$ cat src/rtl/cem_pkg.sv
// Package for the cron entry matcher: item structs, part and op codes,
// back-end state enum and default sizes. No dependencies.
`default_nettype none

package cem_pkg;

  // Default sizes handed to the top-level parameters.
  localparam int NumEntriesDef  = 16;
  localparam int NumCommandsDef = 16;

  // Widths fixed by the item fields.
  localparam int ValueW = 60;
  localparam int IdxW   = 4;
  localparam int CmdW   = 4;
  localparam int MinW   = 60;
  localparam int HourW  = 24;
  localparam int DomW   = 31;
  localparam int MonW   = 12;
  localparam int DowW   = 8;
  localparam int FlagW  = 5;
  localparam int NumParts = 7;

  // Flag bit positions.
  localparam int FlagValid   = 0;
  localparam int FlagMinStar = 1;
  localparam int FlagHrStar  = 2;
  localparam int FlagDomStar = 3;
  localparam int FlagDowStar = 4;

  typedef enum logic [2:0] {
    PART_MIN   = 3'd0,
    PART_HOUR  = 3'd1,
    PART_DOM   = 3'd2,
    PART_MONTH = 3'd3,
    PART_DOW   = 3'd4,
    PART_FLAGS = 3'd5,
    PART_CMD   = 3'd6,
    PART_NONE  = 3'd7
  } part_e;

  typedef enum logic [0:0] {
    REQ_WRITE = 1'b0,
    REQ_TICK  = 1'b1
  } req_e;

  typedef enum logic [0:0] {
    BK_IDLE = 1'b0,
    BK_SCAN = 1'b1
  } back_state_e;

  typedef struct packed {
    logic              req_type;
    logic [IdxW-1:0]   entry_index;
    logic [2:0]        part_select;
    logic [ValueW-1:0] part_value;
    logic [5:0]        tick_minute;
    logic [4:0]        tick_hour;
    logic [4:0]        tick_day_of_month;
    logic [3:0]        tick_month;
    logic [2:0]        tick_weekday;
    logic              run_wild;
    logic              run_fixed;
  } in_item_t;

  typedef struct packed {
    logic [IdxW-1:0] fired_entry;
    logic [CmdW-1:0] fired_command;
    logic            last_of_run;
  } out_item_t;

  // Classified operation passed from front to back.
  typedef struct packed {
    req_e              op;
    logic [IdxW-1:0]   idx;
    part_e             part;
    logic [ValueW-1:0] value;   // masked and ready to store
    logic [MinW-1:0]   min_oh;  // one-hot tick selects, zero when out of range
    logic [HourW-1:0]  hour_oh;
    logic [DomW-1:0]   dom_oh;
    logic [MonW-1:0]   mon_oh;
    logic [DowW-1:0]   dow_oh;
    logic              run_wild;
    logic              run_fixed;
  } op_item_t;

endpackage

`default_nettype wire

$ cat src/rtl/cem_front.sv
// Front end: classifies input items, drops writes with an out-of-range entry, part
// or command, masks write data and decodes tick time into one-hot selects. Uses cem_pkg.
`default_nettype none

module cem_front #(
  parameter int NumEntries  = cem_pkg::NumEntriesDef,
  parameter int NumCommands = cem_pkg::NumCommandsDef
) (
  input  cem_pkg::in_item_t item_i,
  input  logic              valid_i,
  output logic              push_o,
  output cem_pkg::op_item_t op_o
);
  import cem_pkg::*;

  logic       keep;
  logic [7:0] dow_val;

  always_comb begin
    op_o          = '0;
    op_o.op       = req_e'(item_i.req_type);
    op_o.idx      = item_i.entry_index;
    op_o.part     = part_e'(item_i.part_select);
    op_o.run_wild  = item_i.run_wild;
    op_o.run_fixed = item_i.run_fixed;
    keep          = 1'b1;
    dow_val       = item_i.part_value[7:0];
    if (dow_val[0] || dow_val[7]) begin
      dow_val = dow_val | 8'h81;
    end

    if (op_o.op == REQ_TICK) begin
      if (item_i.tick_minute < 6'd60) begin
        op_o.min_oh = MinW'(1) << item_i.tick_minute;
      end
      if (item_i.tick_hour < 5'd24) begin
        op_o.hour_oh = HourW'(1) << item_i.tick_hour;
      end
      if (item_i.tick_day_of_month != 5'd0) begin
        op_o.dom_oh = DomW'(1) << (item_i.tick_day_of_month - 5'd1);
      end
      if (item_i.tick_month != 4'd0 && item_i.tick_month <= 4'd12) begin
        op_o.mon_oh = MonW'(1) << (item_i.tick_month - 4'd1);
      end
      op_o.dow_oh = DowW'(1) << item_i.tick_weekday;
    end else begin
      if ({3'b000, item_i.entry_index} >= 7'(NumEntries)) begin
        keep = 1'b0;
      end
      case (op_o.part)
        PART_MIN:   op_o.value = item_i.part_value;
        PART_HOUR:  op_o.value = ValueW'(item_i.part_value[HourW-1:0]);
        PART_DOM:   op_o.value = ValueW'(item_i.part_value[DomW-1:0]);
        PART_MONTH: op_o.value = ValueW'(item_i.part_value[MonW-1:0]);
        PART_DOW:   op_o.value = ValueW'(dow_val);
        PART_FLAGS: op_o.value = ValueW'(item_i.part_value[FlagW-1:0]);
        PART_CMD: begin
          op_o.value = ValueW'(item_i.part_value[CmdW-1:0]);
          // command must fit the field and the command range
          if (item_i.part_value[ValueW-1:CmdW] != '0 ||
              {5'b00000, item_i.part_value[CmdW-1:0]} >= 9'(NumCommands)) begin
            keep = 1'b0;
          end
        end
        default: keep = 1'b0;
      endcase
    end
  end

  assign push_o = valid_i && keep;

endmodule

`default_nettype wire

$ cat src/rtl/cem_fifo.sv
// Two-entry queue of classified operations between front and back.
// Uses cem_pkg for the op item type.
`default_nettype none

module cem_fifo (
  input  logic              clk_i,
  input  logic              rst_ni,
  input  logic              push_i,
  input  cem_pkg::op_item_t push_item_i,
  output logic              full_o,
  output logic              valid_o,
  input  logic              pop_i,
  output cem_pkg::op_item_t item_o
);
  import cem_pkg::*;

  op_item_t   mem_q [2];
  logic       wptr_q, wptr_d;
  logic       rptr_q, rptr_d;
  logic [1:0] cnt_q, cnt_d;
  logic       do_push, do_pop;

  assign full_o  = (cnt_q == 2'd2);
  assign valid_o = (cnt_q != 2'd0);
  assign item_o  = mem_q[rptr_q];
  assign do_push = push_i && !full_o;
  assign do_pop  = pop_i && valid_o;

  always_comb begin
    wptr_d = do_push ? ~wptr_q : wptr_q;
    rptr_d = do_pop ? ~rptr_q : rptr_q;
    cnt_d  = cnt_q + {1'b0, do_push} - {1'b0, do_pop};
  end

  always_ff @(posedge clk_i) begin
    if (do_push) begin
      mem_q[wptr_q] <= push_item_i;
    end
  end

  always_ff @(posedge clk_i or negedge rst_ni) begin
    if (!rst_ni) begin
      wptr_q <= 1'b0;
      rptr_q <= 1'b0;
      cnt_q  <= 2'd0;
    end else begin
      wptr_q <= wptr_d;
      rptr_q <= rptr_d;
      cnt_q  <= cnt_d;
    end
  end

  a_cnt_range: assert property (@(posedge clk_i) disable iff (!rst_ni)
    cnt_q <= 2'd2) else $error("queue count out of range");

  a_ptr_full: assert property (@(posedge clk_i) disable iff (!rst_ni)
    (cnt_q == 2'd2 || cnt_q == 2'd0) |-> wptr_q == rptr_q)
    else $error("queue pointers out of step with count");

  a_no_pop_empty: assert property (@(posedge clk_i) disable iff (!rst_ni)
    pop_i |-> valid_o) else $error("pop from empty queue");

endmodule

`default_nettype wire

$ cat src/rtl/cem_back.sv
// Back end: entry table memories, write execution and the one-entry-per-cycle
// tick scan (paused while a result waits on a stalled output) with output register. Uses cem_pkg.
`default_nettype none

module cem_back #(
  parameter int NumEntries = cem_pkg::NumEntriesDef
) (
  input  logic               clk_i,
  input  logic               rst_ni,
  input  logic               q_valid_i,
  input  cem_pkg::op_item_t  q_item_i,
  output logic               q_pop_o,
  output logic               out_valid_o,
  input  logic               out_stall_i,
  output cem_pkg::out_item_t out_item_o
);
  import cem_pkg::*;

  localparam int AddrW = (NumEntries > 1) ? $clog2(NumEntries) : 1;
  localparam int CntW  = $clog2(NumEntries + 1);

  back_state_e state_q, state_d;

  // table memories
  logic [MinW-1:0]  min_mem  [NumEntries];
  logic [HourW-1:0] hour_mem [NumEntries];
  logic [DomW-1:0]  dom_mem  [NumEntries];
  logic [MonW-1:0]  mon_mem  [NumEntries];
  logic [DowW-1:0]  dow_mem  [NumEntries];
  logic [FlagW-1:0] flag_mem [NumEntries];
  logic [CmdW-1:0]  cmd_mem  [NumEntries];
  // written-since-reset bits, one row per part
  logic [NumParts-1:0][NumEntries-1:0] pv_q;

  // registered read data
  logic [MinW-1:0]     min_rd_q;
  logic [HourW-1:0]    hour_rd_q;
  logic [DomW-1:0]     dom_rd_q;
  logic [MonW-1:0]     mon_rd_q;
  logic [DowW-1:0]     dow_rd_q;
  logic [FlagW-1:0]    flag_rd_q;
  logic [CmdW-1:0]     cmd_rd_q;
  logic [NumParts-1:0] rd_pv_q;

  op_item_t        tick_q;
  logic [CntW-1:0] idx_q, idx_d;
  logic            rv_q, rv_d;
  logic [AddrW-1:0] ri_q, ri_d;
  logic            pend_q, pend_d;
  logic [AddrW-1:0] pend_entry_q, pend_entry_d;
  logic [CmdW-1:0] pend_cmd_q, pend_cmd_d;
  logic            out_valid_q, out_valid_d;
  out_item_t       out_q, out_d;

  logic             wr_en, rd_en, tick_load;
  logic [AddrW-1:0] wr_addr, rd_addr;
  logic [MinW-1:0]  min_eff;
  logic [HourW-1:0] hour_eff;
  logic [DomW-1:0]  dom_eff;
  logic [MonW-1:0]  mon_eff;
  logic [DowW-1:0]  dow_eff;
  logic [FlagW-1:0] flag_eff;
  logic [CmdW-1:0]  cmd_eff;
  logic dom_hit, dow_hit, day_ok, wild, pass, match;
  logic scan_done, emit_mid, emit_end, emit, out_can, hold;

  assign wr_addr = AddrW'(q_item_i.idx);
  assign rd_addr = idx_q[AddrW-1:0];

  // match evaluation on registered read data
  always_comb begin
    min_eff  = rd_pv_q[PART_MIN]   ? min_rd_q  : '0;
    hour_eff = rd_pv_q[PART_HOUR]  ? hour_rd_q : '0;
    dom_eff  = rd_pv_q[PART_DOM]   ? dom_rd_q  : '0;
    mon_eff  = rd_pv_q[PART_MONTH] ? mon_rd_q  : '0;
    dow_eff  = rd_pv_q[PART_DOW]   ? dow_rd_q  : '0;
    flag_eff = rd_pv_q[PART_FLAGS] ? flag_rd_q : '0;
    cmd_eff  = rd_pv_q[PART_CMD]   ? cmd_rd_q  : '0;
    dom_hit  = |(dom_eff & tick_q.dom_oh);
    dow_hit  = |(dow_eff & tick_q.dow_oh);
    day_ok   = (flag_eff[FlagDomStar] || flag_eff[FlagDowStar]) ?
               (dom_hit && dow_hit) : (dom_hit || dow_hit);
    wild     = flag_eff[FlagMinStar] || flag_eff[FlagHrStar];
    pass     = (tick_q.run_fixed && !wild) || (tick_q.run_wild && wild);
    match    = rv_q && flag_eff[FlagValid] &&
               (|(min_eff & tick_q.min_oh)) && (|(hour_eff & tick_q.hour_oh)) &&
               (|(mon_eff & tick_q.mon_oh)) && day_ok && pass;
  end

  // a match waits in a pending register until the next match or the scan end, so the final one can carry last_of_run
  always_comb begin
    scan_done = (state_q == BK_SCAN) && (idx_q == CntW'(NumEntries)) && !rv_q;
    emit_mid  = match && pend_q;
    emit_end  = scan_done && pend_q;
    emit      = emit_mid || emit_end;
    out_can   = !out_valid_q || !out_stall_i;
    hold      = emit && !out_can;
  end

  // next state
  always_comb begin
    state_d = state_q;
    case (state_q)
      BK_IDLE: begin
        if (q_valid_i && q_item_i.op == REQ_TICK) begin
          state_d = BK_SCAN;
        end
      end
      BK_SCAN: begin
        if (scan_done && !hold) begin
          state_d = BK_IDLE;
        end
      end
      default: state_d = BK_IDLE;
    endcase
  end

  // state outputs
  always_comb begin
    q_pop_o   = 1'b0;
    wr_en     = 1'b0;
    tick_load = 1'b0;
    rd_en     = 1'b0;
    case (state_q)
      BK_IDLE: begin
        q_pop_o   = q_valid_i;
        wr_en     = q_valid_i && (q_item_i.op == REQ_WRITE);
        tick_load = q_valid_i && (q_item_i.op == REQ_TICK);
      end
      BK_SCAN: begin
        rd_en = !hold && (idx_q != CntW'(NumEntries));
      end
      default: ;
    endcase
  end

  // scan datapath
  always_comb begin
    idx_d        = idx_q;
    rv_d         = rv_q;
    ri_d         = ri_q;
    pend_d       = pend_q;
    pend_entry_d = pend_entry_q;
    pend_cmd_d   = pend_cmd_q;
    if (tick_load) begin
      idx_d  = '0;
      rv_d   = 1'b0;
      pend_d = 1'b0;
    end else if (state_q == BK_SCAN && !hold) begin
      if (match) begin
        pend_d       = 1'b1;
        pend_entry_d = ri_q;
        pend_cmd_d   = cmd_eff;
      end else if (emit_end) begin
        pend_d = 1'b0;
      end
      rv_d = rd_en;
      if (rd_en) begin
        idx_d = idx_q + CntW'(1);
        ri_d  = rd_addr;
      end
    end
  end

  // output register
  always_comb begin
    out_valid_d = out_valid_q;
    out_d       = out_q;
    if (emit && out_can) begin
      out_valid_d         = 1'b1;
      out_d.fired_entry   = IdxW'(pend_entry_q);
      out_d.fired_command = pend_cmd_q;
      out_d.last_of_run   = emit_end;
    end else if (out_valid_q && !out_stall_i) begin
      out_valid_d = 1'b0;
    end
  end

  assign out_valid_o = out_valid_q;
  assign out_item_o  = out_q;

  // memories: one write port, one registered read port
  always_ff @(posedge clk_i) begin
    if (wr_en) begin
      case (q_item_i.part)
        PART_MIN:   min_mem[wr_addr]  <= q_item_i.value[MinW-1:0];
        PART_HOUR:  hour_mem[wr_addr] <= q_item_i.value[HourW-1:0];
        PART_DOM:   dom_mem[wr_addr]  <= q_item_i.value[DomW-1:0];
        PART_MONTH: mon_mem[wr_addr]  <= q_item_i.value[MonW-1:0];
        PART_DOW:   dow_mem[wr_addr]  <= q_item_i.value[DowW-1:0];
        PART_FLAGS: flag_mem[wr_addr] <= q_item_i.value[FlagW-1:0];
        PART_CMD:   cmd_mem[wr_addr]  <= q_item_i.value[CmdW-1:0];
        default: ;
      endcase
    end
    if (rd_en) begin
      min_rd_q  <= min_mem[rd_addr];
      hour_rd_q <= hour_mem[rd_addr];
      dom_rd_q  <= dom_mem[rd_addr];
      mon_rd_q  <= mon_mem[rd_addr];
      dow_rd_q  <= dow_mem[rd_addr];
      flag_rd_q <= flag_mem[rd_addr];
      cmd_rd_q  <= cmd_mem[rd_addr];
    end
  end

  // payload registers
  always_ff @(posedge clk_i) begin
    if (tick_load) begin
      tick_q <= q_item_i;
    end
    ri_q         <= ri_d;
    pend_entry_q <= pend_entry_d;
    pend_cmd_q   <= pend_cmd_d;
    out_q        <= out_d;
  end

  // control registers
  always_ff @(posedge clk_i or negedge rst_ni) begin
    if (!rst_ni) begin
      state_q     <= BK_IDLE;
      pv_q        <= '0;
      rd_pv_q     <= '0;
      idx_q       <= '0;
      rv_q        <= 1'b0;
      pend_q      <= 1'b0;
      out_valid_q <= 1'b0;
    end else begin
      state_q     <= state_d;
      idx_q       <= idx_d;
      rv_q        <= rv_d;
      pend_q      <= pend_d;
      out_valid_q <= out_valid_d;
      if (wr_en && q_item_i.part != PART_NONE) begin
        pv_q[q_item_i.part][wr_addr] <= 1'b1;
      end
      if (rd_en) begin
        for (int p = 0; p < NumParts; p++) begin
          rd_pv_q[p] <= pv_q[p][rd_addr];
        end
      end
    end
  end

  a_idle_clean: assert property (@(posedge clk_i) disable iff (!rst_ni)
    state_q == BK_IDLE |-> !pend_q && !rv_q)
    else $error("scan state left over in idle");

  a_idx_range: assert property (@(posedge clk_i) disable iff (!rst_ni)
    idx_q <= CntW'(NumEntries)) else $error("scan index past table");

  a_rd_follows: assert property (@(posedge clk_i) disable iff (!rst_ni)
    rv_q |-> idx_q == CntW'(ri_q) + CntW'(1))
    else $error("read data index out of step with scan counter");

  a_emit_gap: assert property (@(posedge clk_i) disable iff (!rst_ni)
    hold |=> state_q == BK_SCAN) else $error("scan ended during output hold");

endmodule

`default_nettype wire

$ cat src/rtl/cron_entry_matcher_core.sv
// Top level of the cron entry matcher: front classifier, op queue and back
// scanner. Depends on cem_pkg, cem_front, cem_fifo and cem_back.
//
// Usage:
//   Input channel (in_valid_i / in_stall_o / in_item_i) takes write items,
//   which store one part of one table entry, and tick items (time, run enables).
//   Output channel (out_valid_o / out_stall_i / out_item_o) gives one item per
//   entry that fires on a tick, in ascending entry order; the last item of a
//   tick has last_of_run set. A tick with no firing entry gives no item.
// Flow:
//   An item passes the front combinationally into a two-deep queue. A write
//   at the queue head is stored while the back end is idle. A tick is loaded
//   from the head and scanned one entry per cycle through the registered read
//   port, pausing while a result waits on a stalled output. A match waits in a
//   pending register and moves to the output register when the next match is
//   found or the scan ends.
// Reset: every entry reads as all zero (invalid) through per-part written
//   bits; no clearing pass is needed.
// Stalls: a stalled output holds its item; the scan pauses when a result is
//   ready while the output register is still stalled, and the queue absorbs
//   up to two more input items before in_stall_o.
`default_nettype none

module cron_entry_matcher_core #(
  parameter int NumEntries  = cem_pkg::NumEntriesDef,
  parameter int NumCommands = cem_pkg::NumCommandsDef
) (
  input  logic               clk_i,
  input  logic               rst_ni,
  input  logic               in_valid_i,
  output logic               in_stall_o,
  input  cem_pkg::in_item_t  in_item_i,
  output logic               out_valid_o,
  input  logic               out_stall_i,
  output cem_pkg::out_item_t out_item_o
);
  import cem_pkg::*;

  op_item_t front_op;
  op_item_t head_op;
  logic     front_push;
  logic     q_full;
  logic     q_valid;
  logic     q_pop;

  // dropped writes are accepted and discarded by the front
  assign in_stall_o = q_full;

  cem_front #(
    .NumEntries (NumEntries),
    .NumCommands(NumCommands)
  ) u_front (
    .item_i (in_item_i),
    .valid_i(in_valid_i && !q_full),
    .push_o (front_push),
    .op_o   (front_op)
  );

  cem_fifo u_fifo (
    .clk_i      (clk_i),
    .rst_ni     (rst_ni),
    .push_i     (front_push),
    .push_item_i(front_op),
    .full_o     (q_full),
    .valid_o    (q_valid),
    .pop_i      (q_pop),
    .item_o     (head_op)
  );

  cem_back #(
    .NumEntries(NumEntries)
  ) u_back (
    .clk_i      (clk_i),
    .rst_ni     (rst_ni),
    .q_valid_i  (q_valid),
    .q_item_i   (head_op),
    .q_pop_o    (q_pop),
    .out_valid_o(out_valid_o),
    .out_stall_i(out_stall_i),
    .out_item_o (out_item_o)
  );

endmodule

`default_nettype wire

$ cat config.mk
export PLATFORM = sky130hd
export DESIGN_NAME = cron_entry_matcher_core
export DESIGN_NICKNAME = d
export VERILOG_FILES = /design/src/rtl/cem_pkg.sv /design/src/rtl/cem_front.sv /design/src/rtl/cem_fifo.sv /design/src/rtl/cem_back.sv /design/src/rtl/cron_entry_matcher_core.sv
export SDC_FILE = /design/constraint.sdc
export NUM_CORES = 2
export LEC_CHECK = 0
export BUFFER_PORTS_ARGS = -buffer_cell sky130_fd_sc_hd__buf_2
export CAP_MARGIN = 20
export CORE_MARGIN = 2
export CORE_UTILIZATION = 55
export CTS_CLUSTER_SIZE = 40
export DETAILED_ROUTE_END_ITERATION = 10
export HOLD_SLACK_MARGIN = 0.1
export MAX_ROUTING_LAYER = met4
export PLACE_DENSITY = 0.77
export SLEW_MARGIN = 20
export SYNTH_ARGS = -nofsm -noshare
export SYNTH_HDL_FRONTEND = slang
export SYNTH_SLANG_ARGS = --single-unit
$ cat constraint.sdc
create_clock -name clk_i -period 15.9 [get_ports clk_i]
set_input_delay 3.18 -clock clk_i [delete_from_list [all_inputs] [get_ports clk_i]]
set_output_delay 3.18 -clock clk_i [all_outputs]
set_load 0.005 [all_outputs]
Word-level counts from Yosys, hierarchy flattened

Memory sizes are Yosys's and may differ from the RTL's. A register that Yosys moved wholly into a read port is not among the register bits.
Index checks and enable logic that the tools add are counted.

$add $sub $neg: 5
Magnitude comparators: 8
Equality and inequality tests: 16
Shift operators: 5
Mux-type cells: 77
Bitwise gates (word level): 11
Reductions and logical operators: 63

Operators by type and width:

| operator                                         | number |
|---|---|
| one-hot mux 60 bit (7 select lines)              | 1 |
| 2-to-1 mux 60 bit                                | 3 |
| 2-to-1 mux 135 bit                               | 1 |
| bitwise OR 112 bit                               | 1 |
| 2-to-1 mux 31 bit                                | 2 |
| bitwise AND 60 bit                               | 1 |
| OR reduction 60 bit                              | 1 |
| << shifter 1 x 6 -> 60 bit, first input constant | 1 |
| nonzero test 56 bit                              | 1 |
| demux 16 bit (select 3 bit)                      | 1 |
| 2-to-1 mux 1 bit                                 | 48 |
| 2-to-1 mux 24 bit                                | 2 |
| bitwise AND 31 bit                               | 1 |
| OR reduction 31 bit                              | 1 |
| << shifter 1 x 5 -> 31 bit, first input constant | 1 |
| logical AND 1 bit                                | 29 |
| binary-select mux 1 bit (select 4 bit)           | 7 |
| bitwise AND 24 bit                               | 1 |
| 2-to-1 mux 12 bit                                | 2 |
| OR reduction 24 bit                              | 1 |
| << shifter 1 x 5 -> 24 bit, first input constant | 1 |
| 2-to-1 mux 5 bit                                 | 4 |
| equality test 3 bit, second input constant       | 6 |
| 2-to-1 mux 16 bit                                | 1 |
| other kinds (38)                                 | 67 |

Register bits: 290
Bits in writable memories: 2714
Input bits: 97
Output and inout port bits: 11
Logic and storage cells: 222
Memories kept: 8

Memories:

| name            | depth | bits a word | rd ports | clocked after memory_dff | write ports | line           | RTL |
|---|---|---|---|---|---|---|---|
| u_back.min_mem  | 16    | 60          | 1        | 1                        | 1           | cem_back.sv:25 | `logic [MinW-1:0] min_mem [NumEntries];` |
| u_back.dom_mem  | 16    | 31          | 1        | 1                        | 1           | cem_back.sv:27 | `logic [DomW-1:0] dom_mem [NumEntries];` |
| u_fifo.mem_q    | 2     | 205         | 1        | 0                        | 1           | cem_fifo.sv:17 | `op_item_t mem_q [2];` |
| u_back.hour_mem | 16    | 24          | 1        | 1                        | 1           | cem_back.sv:26 | `logic [HourW-1:0] hour_mem [NumEntries];` |
| u_back.mon_mem  | 16    | 12          | 1        | 1                        | 1           | cem_back.sv:28 | `logic [MonW-1:0] mon_mem [NumEntries];` |
| u_back.dow_mem  | 16    | 8           | 1        | 1                        | 1           | cem_back.sv:29 | `logic [DowW-1:0] dow_mem [NumEntries];` |
| +2 memories     | -     | -           | -        | -                        | -           | -              |  |

Logic depth before layout (Yosys ltp)

Depth after elaboration: 17
Gate-level depth with buffers: 10
Depth with buffers taken out: 9

By module

A second synthesis with hierarchy kept.

Cell total of the unflattened synthesis: 5073
Area total of the unflattened synthesis: 118991.6 µm²

Modules (own cells, without submodules):

| module                  | instances | cells each | area each (µm²) | sequential area each (µm²) |
|---|---|---|---|---|
| cem_back                | 1         | 4086       | 101706.3        | 81458.1 |
| cem_fifo                | 1         | 656        | 15567.4         | 12411.9 |
| cem_front               | 1         | 330        | 1704.1          | 0.0 |
| cron_entry_matcher_core | 1         | 1          | 13.8            | 0.0 |

Worst setup path after synthesis

Ideal clock, no wire load.

Path kind: input port to flip-flop
Start point: input port in_item_i[87] in the netlist's numbering
End point: memory u_fifo.mem_q[0][0] in the netlist's numbering, enable pin
Library setup time: 774 ps
Arrival time: 12608 ps
Required time: 15126 ps
Slack: 2518 ps
Cell stages on the path: 7
Cell sequence: clkbuf_1 -> nand2_1 -> nor3_1 -> nand4_1 -> nor4_1 -> o31ai_1 -> nor2_1

Cells in the longest elaborated chain, start to end: 8
Elaborated cells between the ends (all ways): 14
Those cells by class: eq/ne (6); mux (4); reduce/logical (4)

Ends and longest elaborated chain:

| what                                                       | line                          | RTL |
|---|---|---|
| start: declaration                                         | cron_entry_matcher_core.sv:32 | `input cem_pkg::in_item_t in_item_i,` |
| equality test 3 x 1 -> 1 bit, or another cell as far along | cem_front.sv:50               | `case (op_o.part)` |
| OR reduction 6 bit (no source line)                        | -                             |  |
| one-hot mux 1 bit (2 select lines) (*)                     | cem_front.sv:50               |  |
| 2-to-1 mux 1 bit (*)                                       | cem_front.sv:32               | `if (op_o.op == REQ_TICK) begin` |
| logical AND 1 bit (*)                                      | cem_front.sv:70               | `assign push_o = valid_i && keep;` |
| logical AND 1 bit (*)                                      | cem_fifo.sv:26                | `assign do_push = push_i && !full_o;` |
| 2-to-1 mux 1 bit (*)                                       | cem_fifo.sv:36                | `if (do_push) begin` |
| 2-to-1 mux 1 bit (implied by the code) (*)                 | cem_fifo.sv:37                | `mem_q[wptr_q] <= push_item_i;` |
| end: declaration                                           | cem_fifo.sv:17                |  |

Mark *: on every way between the ends. The rest lies on a longest branch, timed or not.

Worst setup path after layout

Start point: input port in_item_i[70] in the netlist's numbering
End point: memory u_fifo.mem_q[0][105] in the netlist's numbering, enable pin

Cells in the longest elaborated chain, start to end: 8

Ends and longest elaborated chain:

| what                                   | line            | RTL |
|---|---|---|
| nonzero test 56 bit                    | cem_front.sv:60 | `if (item_i.part_value[ValueW-1:CmdW] != '0 \|\|` |
| 2-to-1 mux 1 bit                       | cem_front.sv:60 |  |
| one-hot mux 1 bit (2 select lines)     | cem_front.sv:50 |  |
| 2-to-1 mux 1 bit                       | cem_front.sv:32 |  |
| logical AND 1 bit                      | cem_front.sv:70 |  |
| logical AND 1 bit                      | cem_fifo.sv:26  |  |
| 2-to-1 mux 1 bit                       | cem_fifo.sv:36  |  |
| 2-to-1 mux 1 bit (implied by the code) | cem_fifo.sv:37  |  |

Every way passes these cells.

==> summary.md <==
| Metric | Value |
|---|---|
| Boundary Pins | about 110 |
| Row cnt | 170 |
| Share of cells above drive strength 1 | between 30% and 40% |
| Maximum vdd drop | 0.151 mV |
| RePlAce Congestion | 0.838 |
| Hold Path Origin | u_back.pend_cmd_q[3] |
| Worst Hold End | u_back.out_item_o[4] |
| Worst slew pin tran | 1180 ps |
| CP top delay family | simple AND/OR/NAND/NOR gates |
| RSZ-0062 raised after global routing | false |
| Number of cells produced by synthesis | 5080 |
| Cell Count, Final, Fillers Out | 8501 |
| Largest net degree at the start of global routing | 150 |
| Post-DR vias/cell | 6.69 |
| Simple-Gate Fraction of Synth Area | 2.58% |
| Reg2Reg Setup Slack | 10190 ps |
| Resized cells post-CTS | 0 |
| Period utilisation layout | roughly two fifths |
| Die ar. | between 200000 and 250000 sq um |
| Commonest non-fill, non-tap cell in the layout | edfxtp_1 |
| Min Tclk post-route | 6200 ps |
| Worst Hold Class | reg -> reg |
| Cts hold-fix bufs | 0 |
| Clock Tree Root | clkbuf_16 |
| Core Area | between 200000 and 250000 sq um |
| Wirelength per Cell | 34.3 microns |
| Drt first pass iters | 6 |
| Worst Setup Start Kind | primary input |
| Met2 WL | 146000 microns |
| Initial antenna violation count | 23 |
| Post-layout net count | 5513 |
| Synth cell types | 55 |
| Port bufs | 107 |
| Sequential share of the synthesized area | between 70 and 80% |
| Clock slew at reported path FFs | 60 ps |
| Share of the synthesized area in compound gates (AO/OA/AOI/OAI) | 0.752% |
| Post-Synth XOR/XNOR Area | 0.0370% |
| Area Growth Syn to Fin | 12.4% |
| Crit-path slowest cell | buf_6 |
| Critical Path Max Stage Delay | 720 ps |
| Skew-Pair Late Insertion Delay | about 960 ps |
| Global-route wire length before repair | between 400000 and 500000 microns |
| Crit Path Category | in -> reg |
| FF-to-FF path depth | 6 |
| Post-DRT Antenna Nets | 0 |
| Leak | between 40 and 50 nW |
| Initial DRC Count | 8308 |
| Number of synthesized flops with an enable pin | 3016 |
| Fin Hold WS | 421 ps |
| Max Clock Freq | 0.161 GHz |
| Adder-Cell Fraction of Synth Area | 0.0423% |
| Post-Route M1 WL | 103000 microns |
| Synthesized area per cell | 23.3 sq um |
| Worst flop-to-flop path endpoint | u_back.min_rd_q[41] |
| Synth Flop Type | edfxtp_1 |
| Clock tree buffer depth | 4 |
| Vias in the first global route | roughly 58000 |
| Fraction of synthesized area in multiplexers | around 16% |
| Clk sinks | between 3000 and 4000 |
| Critical Path Fanout Max | 82 |
| TritonCTS clock tree | yes |
| Final HPWL DP | 147000 microns |
| Status | complete, no violations |
| Grt ovf | 0 |
| Final Hold Fails | 0 |
| Crit end category | flip-flop |
| Max-slew violation count | 0 |
| DR top layer | met4 |
| Die Width | 468 microns |
| RR Startpoint | u_back.idx_q[0] |
| GR Util All Layers | 27.8% |
| Async S/R FF share, synth | 4.19% |
| Dpl cells | 7925 |
| Syn. warnings | 0 |
| # Max-Cap Violations | 0 |
| Routed wl met3 | approximately 32000 microns |
| DR vias | 56800 |
| Most frequent cell on the critical path | nor4_1 |
| Worst Skew | between 60 and 70 ps |
| Critical-path cell list | buf_2 -> nor4_1 -> nand4_1 -> nor4_1 -> o31ai_1 -> nor2_4 -> buf_4 -> buf_6 |
| Syn Nets | 5181 |
| Htree depth | 5 |
| Endpoints failing setup | 0 |
| PD cells | 177 nW/um^2 |
| DRT Wirelength | roughly 300000 microns |
| Number of synthesized register bits | roughly 3100 |
| CP Data Arrival Time | 6750 ps |
| Starting Density | between 50% and 60% |
| Post-CTS Setup Bufs | 0 |
| Worst hold path depth | 0 |
| Main combinational cell family by area after synthesis | multiplexers |
| Relative slew slack | 20.6% |
| Required @ worst endpoint | approximately 16000 ps |
| Die span in y | 468 microns |
| Setup_tns | 0 ps |
| Remaining routing DRC violations | 0 |
| Most frequent cells in the layout | 3016 x edfxtp_1, 755 x mux4_2, 329 x clkbuf_16 |
| Cts bufs inserted | 321 |
| Mapped cell area | 118000 sq um |
| WP buf/inv | 3 |
==> cells in the mapped netlist (7+ instances only) <==
cell type | n | share of area (%)
or2_2 | 113 | 0.60
nor4_1 | 16 | 0.085
edfxtp_1 | 3016 | 77
nand4_1 | 17 | 0.090
and2_1 | 65 | 0.34
a221oi_2 | 8 | 0.10
nand2b_1 | 15 | 0.079
a221oi_1 | 9 | 0.067
clkbuf_1 | 120 | 0.38
o21ai_0 | 7 | 0.030
mux2_2 | 198 | 1.9
mux4_2 | 755 | 14
nor3_1 | 15 | 0.063
inv_1 | 20 | 0.063
buf_1 | 11 | 0.035
nand3_1 | 24 | 0.10
dfrtp_1 | 132 | 2.8
nand3b_1 | 10 | 0.063
mux2_4 | 7 | 0.089
a22oi_1 | 34 | 0.22
nand2_1 | 51 | 0.16
nor2_1 | 261 | 0.83
nor2b_1 | 10 | 0.053
buf_2 | 87 | 0.37
a22o_1 | 18 | 0.13
==> logic make-up after synthesis <==
| kind of cell | Yosys count |
|---|---|
| AO/OA/AOI/OAI | 106 |
| XOR/XNOR | 5 |
| adder cells (fa/ha/maj) | 4 |
| buffers and inverters | 240 |
| flip-flops | 3148 |
| multiplexers | 963 |
| AND/OR/NAND/NOR | 614 |
==> final cells by class <==
type	count	area [sq um]
Fill cell	13400	81300
Sequential cell	3148	93900
Multi-Input combinational cell	1692	23900
Tap cell	2838	3550
Clock inverter	160	1360
Clock buffer	402	8590
Inverter	21	104
Timing Repair Buffer	228	1550
Antenna cell	12	30.0
==> how the worst max path moves through the flow <==
stage	cells after the start	endpoint	from
2_1_floorplan	7	u_fifo.mem_q[0][0]	in_item_i[87]
3_3_place_gp	8	u_fifo.mem_q[0][96]	in_item_i[70]
3_5_place_dp	8	u_fifo.mem_q[0][124]	in_item_i[70]
4_1_cts	8	u_fifo.mem_q[0][121]	in_item_i[70]
5_1_grt	8	u_fifo.mem_q[0][105]	in_item_i[70]
6_report	8	u_fifo.mem_q[0][105]	in_item_i[70]
==> power breakdown <==
group          total (W)  switching, W  internal (W)
clock            0.00727       0.00307       0.00420
combinational    0.00529       0.00300       0.00230
sequential        0.0110      0.000382        0.0106
total             0.0236       0.00645        0.0171
==> per-stage QoR <==
step	power (W)	utilization (%)	area, sq um	worst slack (ps)
2_1_floorplan	0.0147	-	118000	2520
3_3_place_gp	0.0162	57.4	123000	8470
3_5_place_dp	0.0163	57.4	123000	8420
4_1_cts	0.0236	62.0	133000	9360
5_1_grt	0.0242	62.1	133000	9610
6_report	0.0236	62.1	133000	9700
==> registers in the layout, summed over array words and instances, names as in the netlist, 5 cells and up <==
name / flops
u_back.min_mem: 960
u_back.dom_mem: 496
u_fifo.mem_q: 410
u_back.hour_mem: 384
u_back.mon_mem: 192
u_back.tick_q: 137
u_back.dow_mem: 128
u_back.pv_q: 112
u_back.flag_mem: 80
u_back.cmd_mem: 64
u_back.min_rd_q: 60
u_back.dom_rd_q: 31
u_back.hour_rd_q: 24
u_back.mon_rd_q: 12
u_back.out_item_o: 9
u_back.dow_rd_q: 8
u_back.rd_pv_q: 7
u_back.flag_rd_q: 5
u_back.idx_q: 5
==> layer usage <==
metal / up-vias / track usage, %
met5: - / -
met4: 0 / 9.31
met3: 670 / 5.60
met2: 4113 / 44.1
met1: 30100 / 36.3
li1: 22000 / -
No activity file was read; power rests on OpenSTA's default activity.
